**config.mk**
```make
export PLATFORM = sky130hd
export DESIGN_NAME = modular_geometric_series_sum_top_flat
export DESIGN_NICKNAME = d
export VERILOG_FILES = /design/src/rtl/core/mgss_pkg.sv /design/src/rtl/core/mgss_if.sv /design/src/rtl/core/mgss_mulmod.sv /design/src/rtl/core/modular_geometric_series_sum_top.sv /design/src/flat_wrapper.sv
export SDC_FILE = /design/constraint.sdc
export NUM_CORES = 1
export LEC_CHECK = 0
export BUFFER_PORTS_ARGS = -buffer_cell sky130_fd_sc_hd__buf_4
export CORE_UTILIZATION = 51
export DETAILED_ROUTE_END_ITERATION = 10
export GPL_ROUTABILITY_DRIVEN = 0
export PLACE_DENSITY = 0.7
export SYNTH_ARGS = -nofsm -noshare
export SYNTH_HDL_FRONTEND = slang
export SYNTH_HIERARCHICAL = 1
export SYNTH_SLANG_ARGS = --single-unit
```
**constraint.sdc**
```tcl
create_clock -name clk -period 9.9 [get_ports clk]
set_input_delay 0.99 -clock clk [delete_from_list [all_inputs] [get_ports clk]]
set_output_delay 0.99 -clock clk [all_outputs]
set_load 0.02 [all_outputs]
```
**src/rtl/core/mgss_pkg.sv**
```systemverilog
// Shared types, widths and helpers for the modular geometric series sum block.
// No dependencies; every other file refers to this package by scoped names.
package mgss_pkg;

    localparam int MOD_W  = 31;
    localparam int BASE_W = 32;
    localparam int TERM_W = 63;
    localparam int ADDR_W = 3;
    localparam int DATA_W = 32;

    localparam logic [MOD_W-1:0]  MOD_RESET    = 31'd1000000007;
    localparam logic [ADDR_W-1:0] ADDR_MODULUS = 3'd0;

    typedef struct packed {
        logic              start;
        logic [BASE_W-1:0] x;
        logic [MOD_W-1:0]  y;
    } mul_req_t;

    typedef struct packed {
        logic             done;
        logic [MOD_W-1:0] result;
    } mul_rsp_t;

    // Sum of two residues below m, reduced once.
    function automatic logic [MOD_W-1:0] addmod(input logic [MOD_W-1:0] x,
                                                input logic [MOD_W-1:0] y,
                                                input logic [MOD_W-1:0] m);
        logic [MOD_W:0] s;
        logic [MOD_W:0] d;
        s = {1'b0, x} + {1'b0, y};
        d = s - {1'b0, m};
        return (s >= {1'b0, m}) ? d[MOD_W-1:0] : s[MOD_W-1:0];
    endfunction

endpackage

```
**src/rtl/core/mgss_if.sv**
```systemverilog
// Handshake channel interfaces for the input and result items.
// Depends on mgss_pkg for the field widths.
interface mgss_in_if;
    logic                          valid;
    logic                          ready;
    logic [mgss_pkg::BASE_W-1:0]   base_value;
    logic [mgss_pkg::TERM_W-1:0]   term_count;

    modport source (output valid, output base_value, output term_count, input ready);
    modport sink   (input valid, input base_value, input term_count, output ready);
endinterface

interface mgss_out_if;
    logic                         valid;
    logic                         ready;
    logic [mgss_pkg::MOD_W-1:0]   series_sum;

    modport source (output valid, output series_sum, input ready);
    modport sink   (input valid, input series_sum, output ready);
endinterface

```
**src/rtl/core/mgss_mulmod.sv**
```systemverilog
// Bit-serial modular multiplier: x * y mod m, one bit of x per cycle, MSB first.
// Depends on mgss_pkg for the request and response structs.
module mgss_mulmod (
    input  logic                        clk,
    input  logic                        rst_n,
    input  mgss_pkg::mul_req_t          req,
    input  logic [mgss_pkg::MOD_W-1:0]  modulus,
    output mgss_pkg::mul_rsp_t          rsp
);
    localparam int MW    = mgss_pkg::MOD_W;
    localparam int XW    = mgss_pkg::BASE_W;
    localparam int CNT_W = $clog2(XW + 1);

    logic [XW-1:0]    x_reg;
    logic [MW-1:0]    y_reg;
    logic [MW-1:0]    r_reg;
    logic [CNT_W-1:0] cnt_reg;
    logic             busy_reg;
    logic             done_reg;

    logic [MW:0]   dbl;
    logic [MW:0]   dbl_red;
    logic [MW:0]   acc;
    logic [MW:0]   acc_red;
    logic [MW-1:0] r_next;

    // r stays below m, so 2r and 2r + y each need one conditional subtract.
    always_comb
    begin
        dbl     = {r_reg, 1'b0};
        dbl_red = (dbl >= {1'b0, modulus}) ? dbl - {1'b0, modulus} : dbl;
        acc     = {1'b0, dbl_red[MW-1:0]} + (x_reg[XW-1] ? {1'b0, y_reg} : '0);
        acc_red = (acc >= {1'b0, modulus}) ? acc - {1'b0, modulus} : acc;
        r_next  = acc_red[MW-1:0];
    end

    always_ff @(posedge clk or negedge rst_n)
    begin
        if (!rst_n)
        begin
            busy_reg <= 1'b0;
            done_reg <= 1'b0;
            cnt_reg  <= '0;
        end
        else if (req.start)
        begin
            busy_reg <= 1'b1;
            done_reg <= 1'b0;
            cnt_reg  <= CNT_W'(XW);
        end
        else if (busy_reg)
        begin
            cnt_reg <= cnt_reg - 1'b1;
            if (cnt_reg == CNT_W'(1))
            begin
                busy_reg <= 1'b0;
                done_reg <= 1'b1;
            end
        end
        else
        begin
            done_reg <= 1'b0;
        end
    end

    always_ff @(posedge clk)
    begin
        if (req.start)
        begin
            x_reg <= req.x;
            y_reg <= req.y;
            r_reg <= '0;
        end
        else if (busy_reg)
        begin
            x_reg <= {x_reg[XW-2:0], 1'b0};
            r_reg <= r_next;
        end
    end

    assign rsp.done   = done_reg;
    assign rsp.result = r_reg;

endmodule

```
**src/rtl/core/modular_geometric_series_sum_top.sv**
```systemverilog
// Modular geometric series sum: series_sum = (1 + a + ... + a^(n-1)) mod modulus.
// Depends on mgss_pkg, mgss_if and mgss_mulmod.
// One item is worked at a time by a single bit-serial multiplier. The base is
// first reduced with one product, leading zero bits of the count are skipped
// one at a time in the scan state, and every bit after the leading one costs
// two products plus a third when the bit is set.
// A modulus below 2 returns 0 at once.
// The modulus register sits at byte address 0; write it only while idle.
module modular_geometric_series_sum_top #(
    parameter int COUNT_BITS = 63
) (
    input  logic                          clk,
    input  logic                          rst_n,
    input  logic                          psel,
    input  logic                          penable,
    input  logic                          pwrite,
    input  logic [mgss_pkg::ADDR_W-1:0]   paddr,
    input  logic [mgss_pkg::DATA_W-1:0]   pwdata,
    output logic [mgss_pkg::DATA_W-1:0]   prdata,
    output logic                          pready,
    mgss_in_if.sink                       in_ch,
    mgss_out_if.source                    out_ch
);
    localparam int MW    = mgss_pkg::MOD_W;
    localparam int IDX_W = $clog2(COUNT_BITS);

    typedef enum logic [2:0] {
        S_IDLE, S_REDUCE, S_SCAN, S_MUL_PS, S_MUL_PP, S_MUL_PA, S_FINISH
    } state_t;

    state_t                       state_reg;
    logic [MW-1:0]                modulus_reg;
    logic [mgss_pkg::BASE_W-1:0]  base_reg;
    logic [COUNT_BITS-1:0]        n_reg;
    logic [IDX_W-1:0]             idx_reg;
    logic [MW-1:0]                a_reg;
    logic [MW-1:0]                sum_reg;
    logic [MW-1:0]                pw_reg;
    logic                         wait_reg;
    logic                         out_valid_reg;
    logic [MW-1:0]                out_sum_reg;

    mgss_pkg::mul_req_t mul_req;
    mgss_pkg::mul_rsp_t mul_rsp;
    logic               in_fire;
    logic               cur_bit;
    logic               last_bit;

    // Configuration port.
    always_ff @(posedge clk or negedge rst_n)
    begin
        if (!rst_n)
        begin
            modulus_reg <= mgss_pkg::MOD_RESET;
        end
        else if (psel && penable && pwrite && (paddr == mgss_pkg::ADDR_MODULUS))
        begin
            modulus_reg <= pwdata[MW-1:0];
        end
    end

    assign pready = 1'b1;
    assign prdata = (paddr == mgss_pkg::ADDR_MODULUS) ?
                    {{(mgss_pkg::DATA_W-MW){1'b0}}, modulus_reg} : '0;

    assign in_ch.ready       = (state_reg == S_IDLE);
    assign in_fire           = in_ch.valid && in_ch.ready;
    assign out_ch.valid      = out_valid_reg;
    assign out_ch.series_sum = out_sum_reg;
    assign cur_bit           = n_reg[idx_reg];
    assign last_bit          = (idx_reg == '0);

    always_comb
    begin
        mul_req.start = 1'b0;
        mul_req.x     = {1'b0, pw_reg};
        mul_req.y     = pw_reg;
        case (state_reg)
            S_REDUCE:
            begin
                mul_req.start = !wait_reg;
                mul_req.x     = base_reg;
                mul_req.y     = MW'(1);
            end
            S_MUL_PS:
            begin
                mul_req.start = !wait_reg;
                mul_req.y     = sum_reg;
            end
            S_MUL_PP:
            begin
                mul_req.start = !wait_reg;
            end
            S_MUL_PA:
            begin
                mul_req.start = !wait_reg;
                mul_req.y     = a_reg;
            end
            default:
            begin
                mul_req.start = 1'b0;
            end
        endcase
    end

    mgss_mulmod u_mul (
        .clk     (clk),
        .rst_n   (rst_n),
        .req     (mul_req),
        .modulus (modulus_reg),
        .rsp     (mul_rsp)
    );

    // Walk the count from its leading one down; leading zeros leave S = 0, P = 1.
    always_ff @(posedge clk or negedge rst_n)
    begin
        if (!rst_n)
        begin
            state_reg     <= S_IDLE;
            wait_reg      <= 1'b0;
            out_valid_reg <= 1'b0;
        end
        else
        begin
            if (out_ch.valid && out_ch.ready && (state_reg != S_FINISH))
            begin
                out_valid_reg <= 1'b0;
            end
            if (mul_req.start)
            begin
                wait_reg <= 1'b1;
            end
            else if (mul_rsp.done)
            begin
                wait_reg <= 1'b0;
            end
            case (state_reg)
                S_IDLE:
                begin
                    if (in_fire)
                    begin
                        base_reg  <= in_ch.base_value;
                        n_reg     <= in_ch.term_count[COUNT_BITS-1:0];
                        idx_reg   <= IDX_W'(COUNT_BITS - 1);
                        sum_reg   <= '0;
                        pw_reg    <= MW'(1);
                        state_reg <= (modulus_reg < MW'(2)) ? S_FINISH : S_REDUCE;
                    end
                end
                S_REDUCE:
                begin
                    if (wait_reg && mul_rsp.done)
                    begin
                        a_reg     <= mul_rsp.result;
                        state_reg <= S_SCAN;
                    end
                end
                S_SCAN:
                begin
                    if (cur_bit)
                    begin
                        sum_reg <= MW'(1);
                        pw_reg  <= a_reg;
                    end
                    if (last_bit)
                    begin
                        state_reg <= S_FINISH;
                    end
                    else
                    begin
                        idx_reg <= idx_reg - 1'b1;
                        if (cur_bit)
                        begin
                            state_reg <= S_MUL_PS;
                        end
                    end
                end
                S_MUL_PS:
                begin
                    if (wait_reg && mul_rsp.done)
                    begin
                        sum_reg   <= mgss_pkg::addmod(sum_reg, mul_rsp.result, modulus_reg);
                        state_reg <= S_MUL_PP;
                    end
                end
                S_MUL_PP:
                begin
                    if (wait_reg && mul_rsp.done)
                    begin
                        pw_reg <= mul_rsp.result;
                        if (cur_bit)
                        begin
                            sum_reg   <= mgss_pkg::addmod(sum_reg, mul_rsp.result,
                                                          modulus_reg);
                            state_reg <= S_MUL_PA;
                        end
                        else if (last_bit)
                        begin
                            state_reg <= S_FINISH;
                        end
                        else
                        begin
                            idx_reg   <= idx_reg - 1'b1;
                            state_reg <= S_MUL_PS;
                        end
                    end
                end
                S_MUL_PA:
                begin
                    if (wait_reg && mul_rsp.done)
                    begin
                        pw_reg <= mul_rsp.result;
                        if (last_bit)
                        begin
                            state_reg <= S_FINISH;
                        end
                        else
                        begin
                            idx_reg   <= idx_reg - 1'b1;
                            state_reg <= S_MUL_PS;
                        end
                    end
                end
                S_FINISH:
                begin
                    if (!out_valid_reg || out_ch.ready)
                    begin
                        out_valid_reg <= 1'b1;
                        out_sum_reg   <= sum_reg;
                        state_reg     <= S_IDLE;
                    end
                end
                default:
                begin
                    state_reg <= S_IDLE;
                end
            endcase
        end
    end

endmodule

```
**src/flat_wrapper.sv**
```systemverilog
// flat-port wrapper written by rule: the top's interface ports become plain ports
module modular_geometric_series_sum_top_flat 
#(
    parameter int COUNT_BITS = 63
)
  (clk, rst_n, psel, penable, pwrite, paddr, pwdata, prdata, pready, in_ch_valid, in_ch_base_value, in_ch_term_count, in_ch_ready, out_ch_valid, out_ch_series_sum, out_ch_ready);
  mgss_in_if in_ch_i ();
  mgss_out_if out_ch_i ();
  input  logic clk;
  input  logic rst_n;
  input  logic psel;
  input  logic penable;
  input  logic pwrite;
  input  logic [mgss_pkg::ADDR_W-1:0] paddr;
  input  logic [mgss_pkg::DATA_W-1:0] pwdata;
  output logic [mgss_pkg::DATA_W-1:0] prdata;
  output logic pready;
  input wire logic [$bits(in_ch_i.valid)-1:0] in_ch_valid;
  input wire logic [$bits(in_ch_i.base_value)-1:0] in_ch_base_value;
  input wire logic [$bits(in_ch_i.term_count)-1:0] in_ch_term_count;
  output wire logic [$bits(in_ch_i.ready)-1:0] in_ch_ready;
  output wire logic [$bits(out_ch_i.valid)-1:0] out_ch_valid;
  output wire logic [$bits(out_ch_i.series_sum)-1:0] out_ch_series_sum;
  input wire logic [$bits(out_ch_i.ready)-1:0] out_ch_ready;
  assign in_ch_i.valid = in_ch_valid;
  assign in_ch_i.base_value = in_ch_base_value;
  assign in_ch_i.term_count = in_ch_term_count;
  assign in_ch_ready = in_ch_i.ready;
  assign out_ch_valid = out_ch_i.valid;
  assign out_ch_series_sum = out_ch_i.series_sum;
  assign out_ch_i.ready = out_ch_ready;
  modular_geometric_series_sum_top #(.COUNT_BITS(COUNT_BITS)) u_core (.clk(clk), .rst_n(rst_n), .psel(psel), .penable(penable), .pwrite(pwrite), .paddr(paddr), .pwdata(pwdata), .prdata(prdata), .pready(pready), .in_ch(in_ch_i), .out_ch(out_ch_i));
endmodule
```
# Yosys cells after proc, flatten, opt, wreduce, memory -nomap -nowiden
# Cells that the tools add are included.
# totals
output_inout_bits	66
inputBits	137
elab_cells	129
regBits	363
# op_classes
n_lt_le_gt_ge	5
n_addsub	7
n_reduce_logical	27
mux	53
eq_ne	20
# op_table
cell	n
31-bit 2-to-1 mux	13
31-bit case mux with 3 select lines	2
31-bit case mux with 4 select lines	1
32-bit by 31-bit >= comparator with 1-bit output	3
32-bit 2-to-1 mux	3
31-bit subtractor	3
31-bit by 31-bit adder with 32-bit output	2
6-bit 2-to-1 mux	7
3-bit 2-to-1 mux	11
31-bit by 2-bit < comparator with 1-bit output (second input constant)	1
6-bit case mux with 4 select lines	1
3-bit case mux with 7 select lines	1
2-bit by 1-bit != test with 1-bit output (second input constant)	8
7-bit AND reduction	2
1-bit 2-to-1 mux	13
6-bit by 1-bit subtractor with 6-bit output (second input constant)	2
3-bit equality test (second input constant)	3
3-bit AND reduction	3
4-bit nonzero test	2
1-bit logical AND	7
6-bit by 7-bit < comparator with 1-bit output (second input constant)	1
1-bit binary-select mux with 6-bit select	1
3-bit by 2-bit equality test with 1-bit output (second input constant)	2
6-bit by 1-bit equality test with 1-bit output (second input constant)	1
other kinds (14)	19

# Longest topological paths before layout
# depth
ltp_word	6
mapped_depth	34
depth_no_buf	28

# Cells and area by module
# The synthesis kept the hierarchy.
# by_module_without_submodules
module	cells_per_inst	area_per_inst_um2	instances	seq_area_each_um2
modular_geometric_series_sum_top	1264	14410.1	1	7677.4
mgss_mulmod	1148	9789.4	1	2712.6

# Worst setup path after synthesis
# Ideal clock, no wire load.
# synth_timing
path_type	register to register
from	reg u_core.modulus_reg[1]
to	reg u_core.u_mul.r_reg[17]
n_path_buf	5
path_stages_with_launch	33
slack_ns	3.000
setup_ns	0.086
t_arrival_ns	6.815
cell_sequence	dfstp_2 inv_1 fa_1 a211o_1 a2111oi_2 o211ai_1 nand3b_1 a31oi_1 nor4_1 buf_2 buf_2 nand2_1 o21ai_0 ha_1 clkbuf_1 a211oi_1 o211ai_1 a221oi_1 o21ai_0 a31oi_1 o21ai_0 xor2_1 ha_1 and3_1 and2_1 nand2_1 nor4b_1 or3_4 a21o_1 buf_6 buf_12 mux2i_1 a211oi_1
# synth_via
elab_chain_cells	5
# synth_rtl
item	line_no	rtl
from (decl)	modular_geometric_series_sum_top.sv:32	logic [MW-1:0] modulus_reg;
from (signal assigned)	modular_geometric_series_sum_top.sv:54	modulus_reg <= mgss_pkg::MOD_RESET;
from (signal assigned)	modular_geometric_series_sum_top.sv:58	modulus_reg <= pwdata[MW-1:0];
31-bit subtractor / 32-bit by 31-bit >= comparator with 1-bit output (equally long branches)	mgss_mulmod.sv:31	dbl_red = (dbl >= {1'b0, modulus}) ? dbl - {1'b0, modulus} : dbl;
31-bit 2-to-1 mux	mgss_mulmod.sv:31	
31-bit by 31-bit adder with 32-bit output	mgss_mulmod.sv:32	acc = {1'b0, dbl_red[MW-1:0]} + (x_reg[XW-1] ? {1'b0, y_reg} : '0);
31-bit subtractor / 32-bit by 31-bit >= comparator with 1-bit output (equally long branches)	mgss_mulmod.sv:33	acc_red = (acc >= {1'b0, modulus}) ? acc - {1'b0, modulus} : acc;
31-bit 2-to-1 mux *	mgss_mulmod.sv:33	
to (signal assigned)	mgss_mulmod.sv:77	r_reg <= r_next;
to (decl)	mgss_mulmod.sv:16	logic [MW-1:0] r_reg;
# Every way passes the cells marked *; elsewhere a longest branch is shown, timed or not.
# A chain may end at the register's enable or synchronous reset.

# Worst setup path in the final report
# layout_timing
from	reg u_core.modulus_reg[1]
to	reg u_core.u_mul.r_reg[25]
# Same word-level chain as after synthesis.

==> results.py <==
metrics = {
    "run_status": {
        "status": "complete, but fails checks",
        "violations": "design-rule violations",
    },
    "yosys": {
        "synthXorXnorAreaFrac_pct": 4.42,
        "netlist-cell-type-count": 89,
        "yosysWarningCount": 6,
        "synth_top_cell_by_area": "edfxtp_1",
        "syn_avg_cell_area_sq_um": 10.0,
        "muxShareOfSynthArea_pct": 6.02,
        "async_reset_ff_share_pct": 12.1,
        "synth_top_area_share_pct": 35.7,
        "synth-simple-area-share_pct": 13.4,
        "synthFlopType": "edfxtp_1",
        "ys_seq_elements": 363,
        "synthTopCellsByArea": "edfxtp_1, ha_1, a21oi_1",
        "synth-compound-area-share_pct": 20.7,
        "synth_edf_count": 288,
        "syn_area_sq_mm": 0.0242,
        "synth_nets": 2712,
        "synth_top_family_by_area": "compound AO/OA/AOI/OAI gates",
        "syn_inst": 2412,
        "yosysSeqAreaShare_pct": 42.9,
        "synthAdderAreaFrac_pct": 8.58,
    },
    "setup_path": {
        "regToRegSetupSlack_ns": 1.15,
        "max_stage_delay_ns": 0.64,
        "critical_path.top_delay_family": "compound AO/OA/AOI/OAI gates",
        "cp_data_arrival_time_ns": 9.21,
        "start_kind": "register",
        "cpMaxStageDelayCell": "dfstp_2",
        "crit_buf_inv": 2,
        "required_ns": 10.36,
        "cp_max_fo": 35,
        "end_kind": "register",
        "path_class": "register to register",
    },
    "grt": {
        "grt_pass1_wl_mm": 110,
        "grt_max_degree": 96,
        "antenna_found_initial": 1,
        "grtUsageTotal_pct": 30.2,
        "grt_pass1_vias": 19073,
        "grt_overflow": 0,
    },
    "clock_network": {
        "cts_setup_buffers": 0,
        "cts.repair.resized": 0,
        "clock_latency_ns": 0.57,
        "cts_tree": "built",
        "numCtsBuffers": 40,
        "ctsHoldBuffers": 0,
        "clkSinkCount": 363,
        "htreeDepth": 2,
        "cts-root-buf": "clkbuf_16",
        "clockBufferDepth": 3,
        "cts.clk_slew.worst_paths_ns": 0.06,
    },
    "sta": {
        "fin_skew_ns": 0.0237,
        "setup-violations-final": 0,
        "post-route-period-util_pct": 88.4,
        "tightest_slew_ns": 1.21,
        "slew_violations": 0,
        "finalHoldViolations": 0,
        "rsz0062_at_grt": "no",
        "final.setup.tns_ns": 0,
        "relSlewSlack_pct": 19.1,
        "fmax_mhz": 114,
        "period_needed_ns": 8.75,
    },
    "detailed_routing": {
        "routed_wl_mm": 73.6,
        "postRouteAntennaNets": 0,
        "dr.pass1.iters": 9,
        "drt_first_iter_violations": 2873,
        "drc": 4,
        "avgViaCountPerCell": 6.38,
        "avgRoutedWirePerCell_um": 23.0,
        "vias": 20417,
    },
    "die": {
        "dieArea_sq_mm": 0.0483,
        "pin_count": 203,
        "die_h_um": 220,
        "die_x_um": 220,
        "rows": 79,
        "start_util_pct": 51.9,
        "core_sq_mm": 0.0467,
    },
    "placement": {
        "hpwlAfterDp_mm": 55.2,
        "post_dp_cell_area_sq_mm": 0.0262,
        "portBuffers": 199,
    },
    "cells_and_area": {
        "multiInputGateArea_sq_mm": 0.0129,
        "drive_gt1_share_pct": 16.4,
        "largest_register_ffs": 63,
        "fin_nets": 2860,
        "final_area_sq_mm": 0.0275,
        "fill_cells": 3903,
        "areaGrowthSynthToFinish_pct": 13.6,
        "seqCellArea_sq_mm": 0.0104,
    },
    "run": {
        "maxCapViolCount": 0,
    },
    "worst_hold_path": {
        "hold_class": "input port to asynchronous set/reset pin",
    },
}
-- placed cells by master (no fill, tap or decap), types with 20 or more instances in the layout --
master / n
and3_1: 24
a21oi_1: 174
mux4_2: 20
a211oi_1: 32
nand2_1: 201
a22o_1: 30
buf_4: 220
nand4_1: 23
mux2i_1: 24
dfxtp_1: 31
clkbuf_16: 42
inv_1: 110
nand3_1: 43
mux2_2: 68
ha_1: 158
xor2_1: 43
a31oi_1: 28
dfrtp_1: 27
nor2_1: 175
o21ai_0: 164
edfxtp_1: 288
a21o_1: 69
xnor2_1: 79
nor3_1: 28
a22oi_1: 57
and2_1: 78
-- cells by family (layout without fill, tap and decap cells) --
group,after synthesis,after routing
DFF,363,363
muxes,112,112
other,2,3
and+or+nand+nor,676,676
xor gates and xnor gates,122,122
adders and majority gates,163,163
AOI/OAI and AO/OA,749,749
buffers and inverters,225,404
-- cells in the mapped netlist (all sizes together), types with 57 or more instances --
master / count
clkbuf: 85
inv: 111
mux2: 68
edfxtp: 288
and2: 78
nor2: 180
o21ai: 177
ha: 158
nand2: 201
xnor2: 79
a22oi: 57
a21o: 69
a21oi: 176
-- layer usage --
layer	routed length (um)	GRT usage (%)	up-vias
met3	7130	5.60	145
met1	30500	42.1	9807
met2	32500	45.6	1110
met4	3450	13.4	0
li1	-	-	9355
met5	0	0	-
-- worst register-to-register path, cell delays in order, from the launching register on --
cell	delay, ns
dfstp_2	0.64
inv_1	0.19
fa_1	0.48
a211o_1	0.32
a2111oi_2	0.37
o211ai_1	0.27
nand3b_1	0.23
a31oi_1	0.15
nor4_2	0.63
buf_4	0.42
mux2_2	0.39
ha_1	0.34
o21ai_0	0.10
nor2_1	0.30
o2111ai_1	0.26
a21oi_1	0.36
nor4_1	0.09
a311oi_1	0.35
ha_1	0.38
a21oi_1	0.25
o221ai_1	0.15
a221o_1	0.40
nor4b_1	0.15
or3_4	0.42
a21oi_4	0.51
nand2_1	0.16
o221a_2	0.33
-- layout make-up --
| type | count | share of cell area, % |
|---|---|---|
| Antenna cell | 1 | 0.00910 |
| Clock buffer | 54 | 4.06 |
| Clock inverter | 19 | 0.778 |
| Inverter | 111 | 1.52 |
| Multi-Input combinational cell | 1824 | 47.1 |
| Sequential cell | 363 | 37.8 |
| Tap cell | 607 | 2.76 |
| Timing Repair Buffer | 220 | 6.01 |
-- path summary, 6_finish.rpt --
kind | startpoint | endpoint | depth (start not counted)
setup / recovery | u_core/modulus_reg[1] | u_core/u_mul/r_reg[25] | 26
hold / removal | rst_n | u_core/modulus_reg[3] | 1
setup reg to reg | u_core/modulus_reg[1] | u_core/u_mul/r_reg[25] | 26
hold reg to reg | u_core/u_mul/x_reg[7] | u_core/u_mul/x_reg[8] | 1
max in group asynchronous | rst_n | u_core/u_mul/busy_reg | 1
min in group clk | u_core/u_mul/x_reg[7] | u_core/u_mul/x_reg[8] | 1
-- through the flow --
step | std cells | worst slack, ns | hold WS, ns | utilization, %
finish | 3199 | 1.15 | 0.480 | 58.9
global route | 3198 | 0.585 | 0.517 | 58.9
CTS | 3198 | 1.27 | 0.495 | 58.9
detailed placement | 3125 | 1.34 | 0.523 | 56.1
global placement | 3125 | 1.38 | 0.514 | 56.1
floorplan | 2412 | 3.00 | 0.458 | -
Power is left out: the tool's default activity adds up to more than one toggle a clock period on the data nets, which glitch-free logic cannot reach.
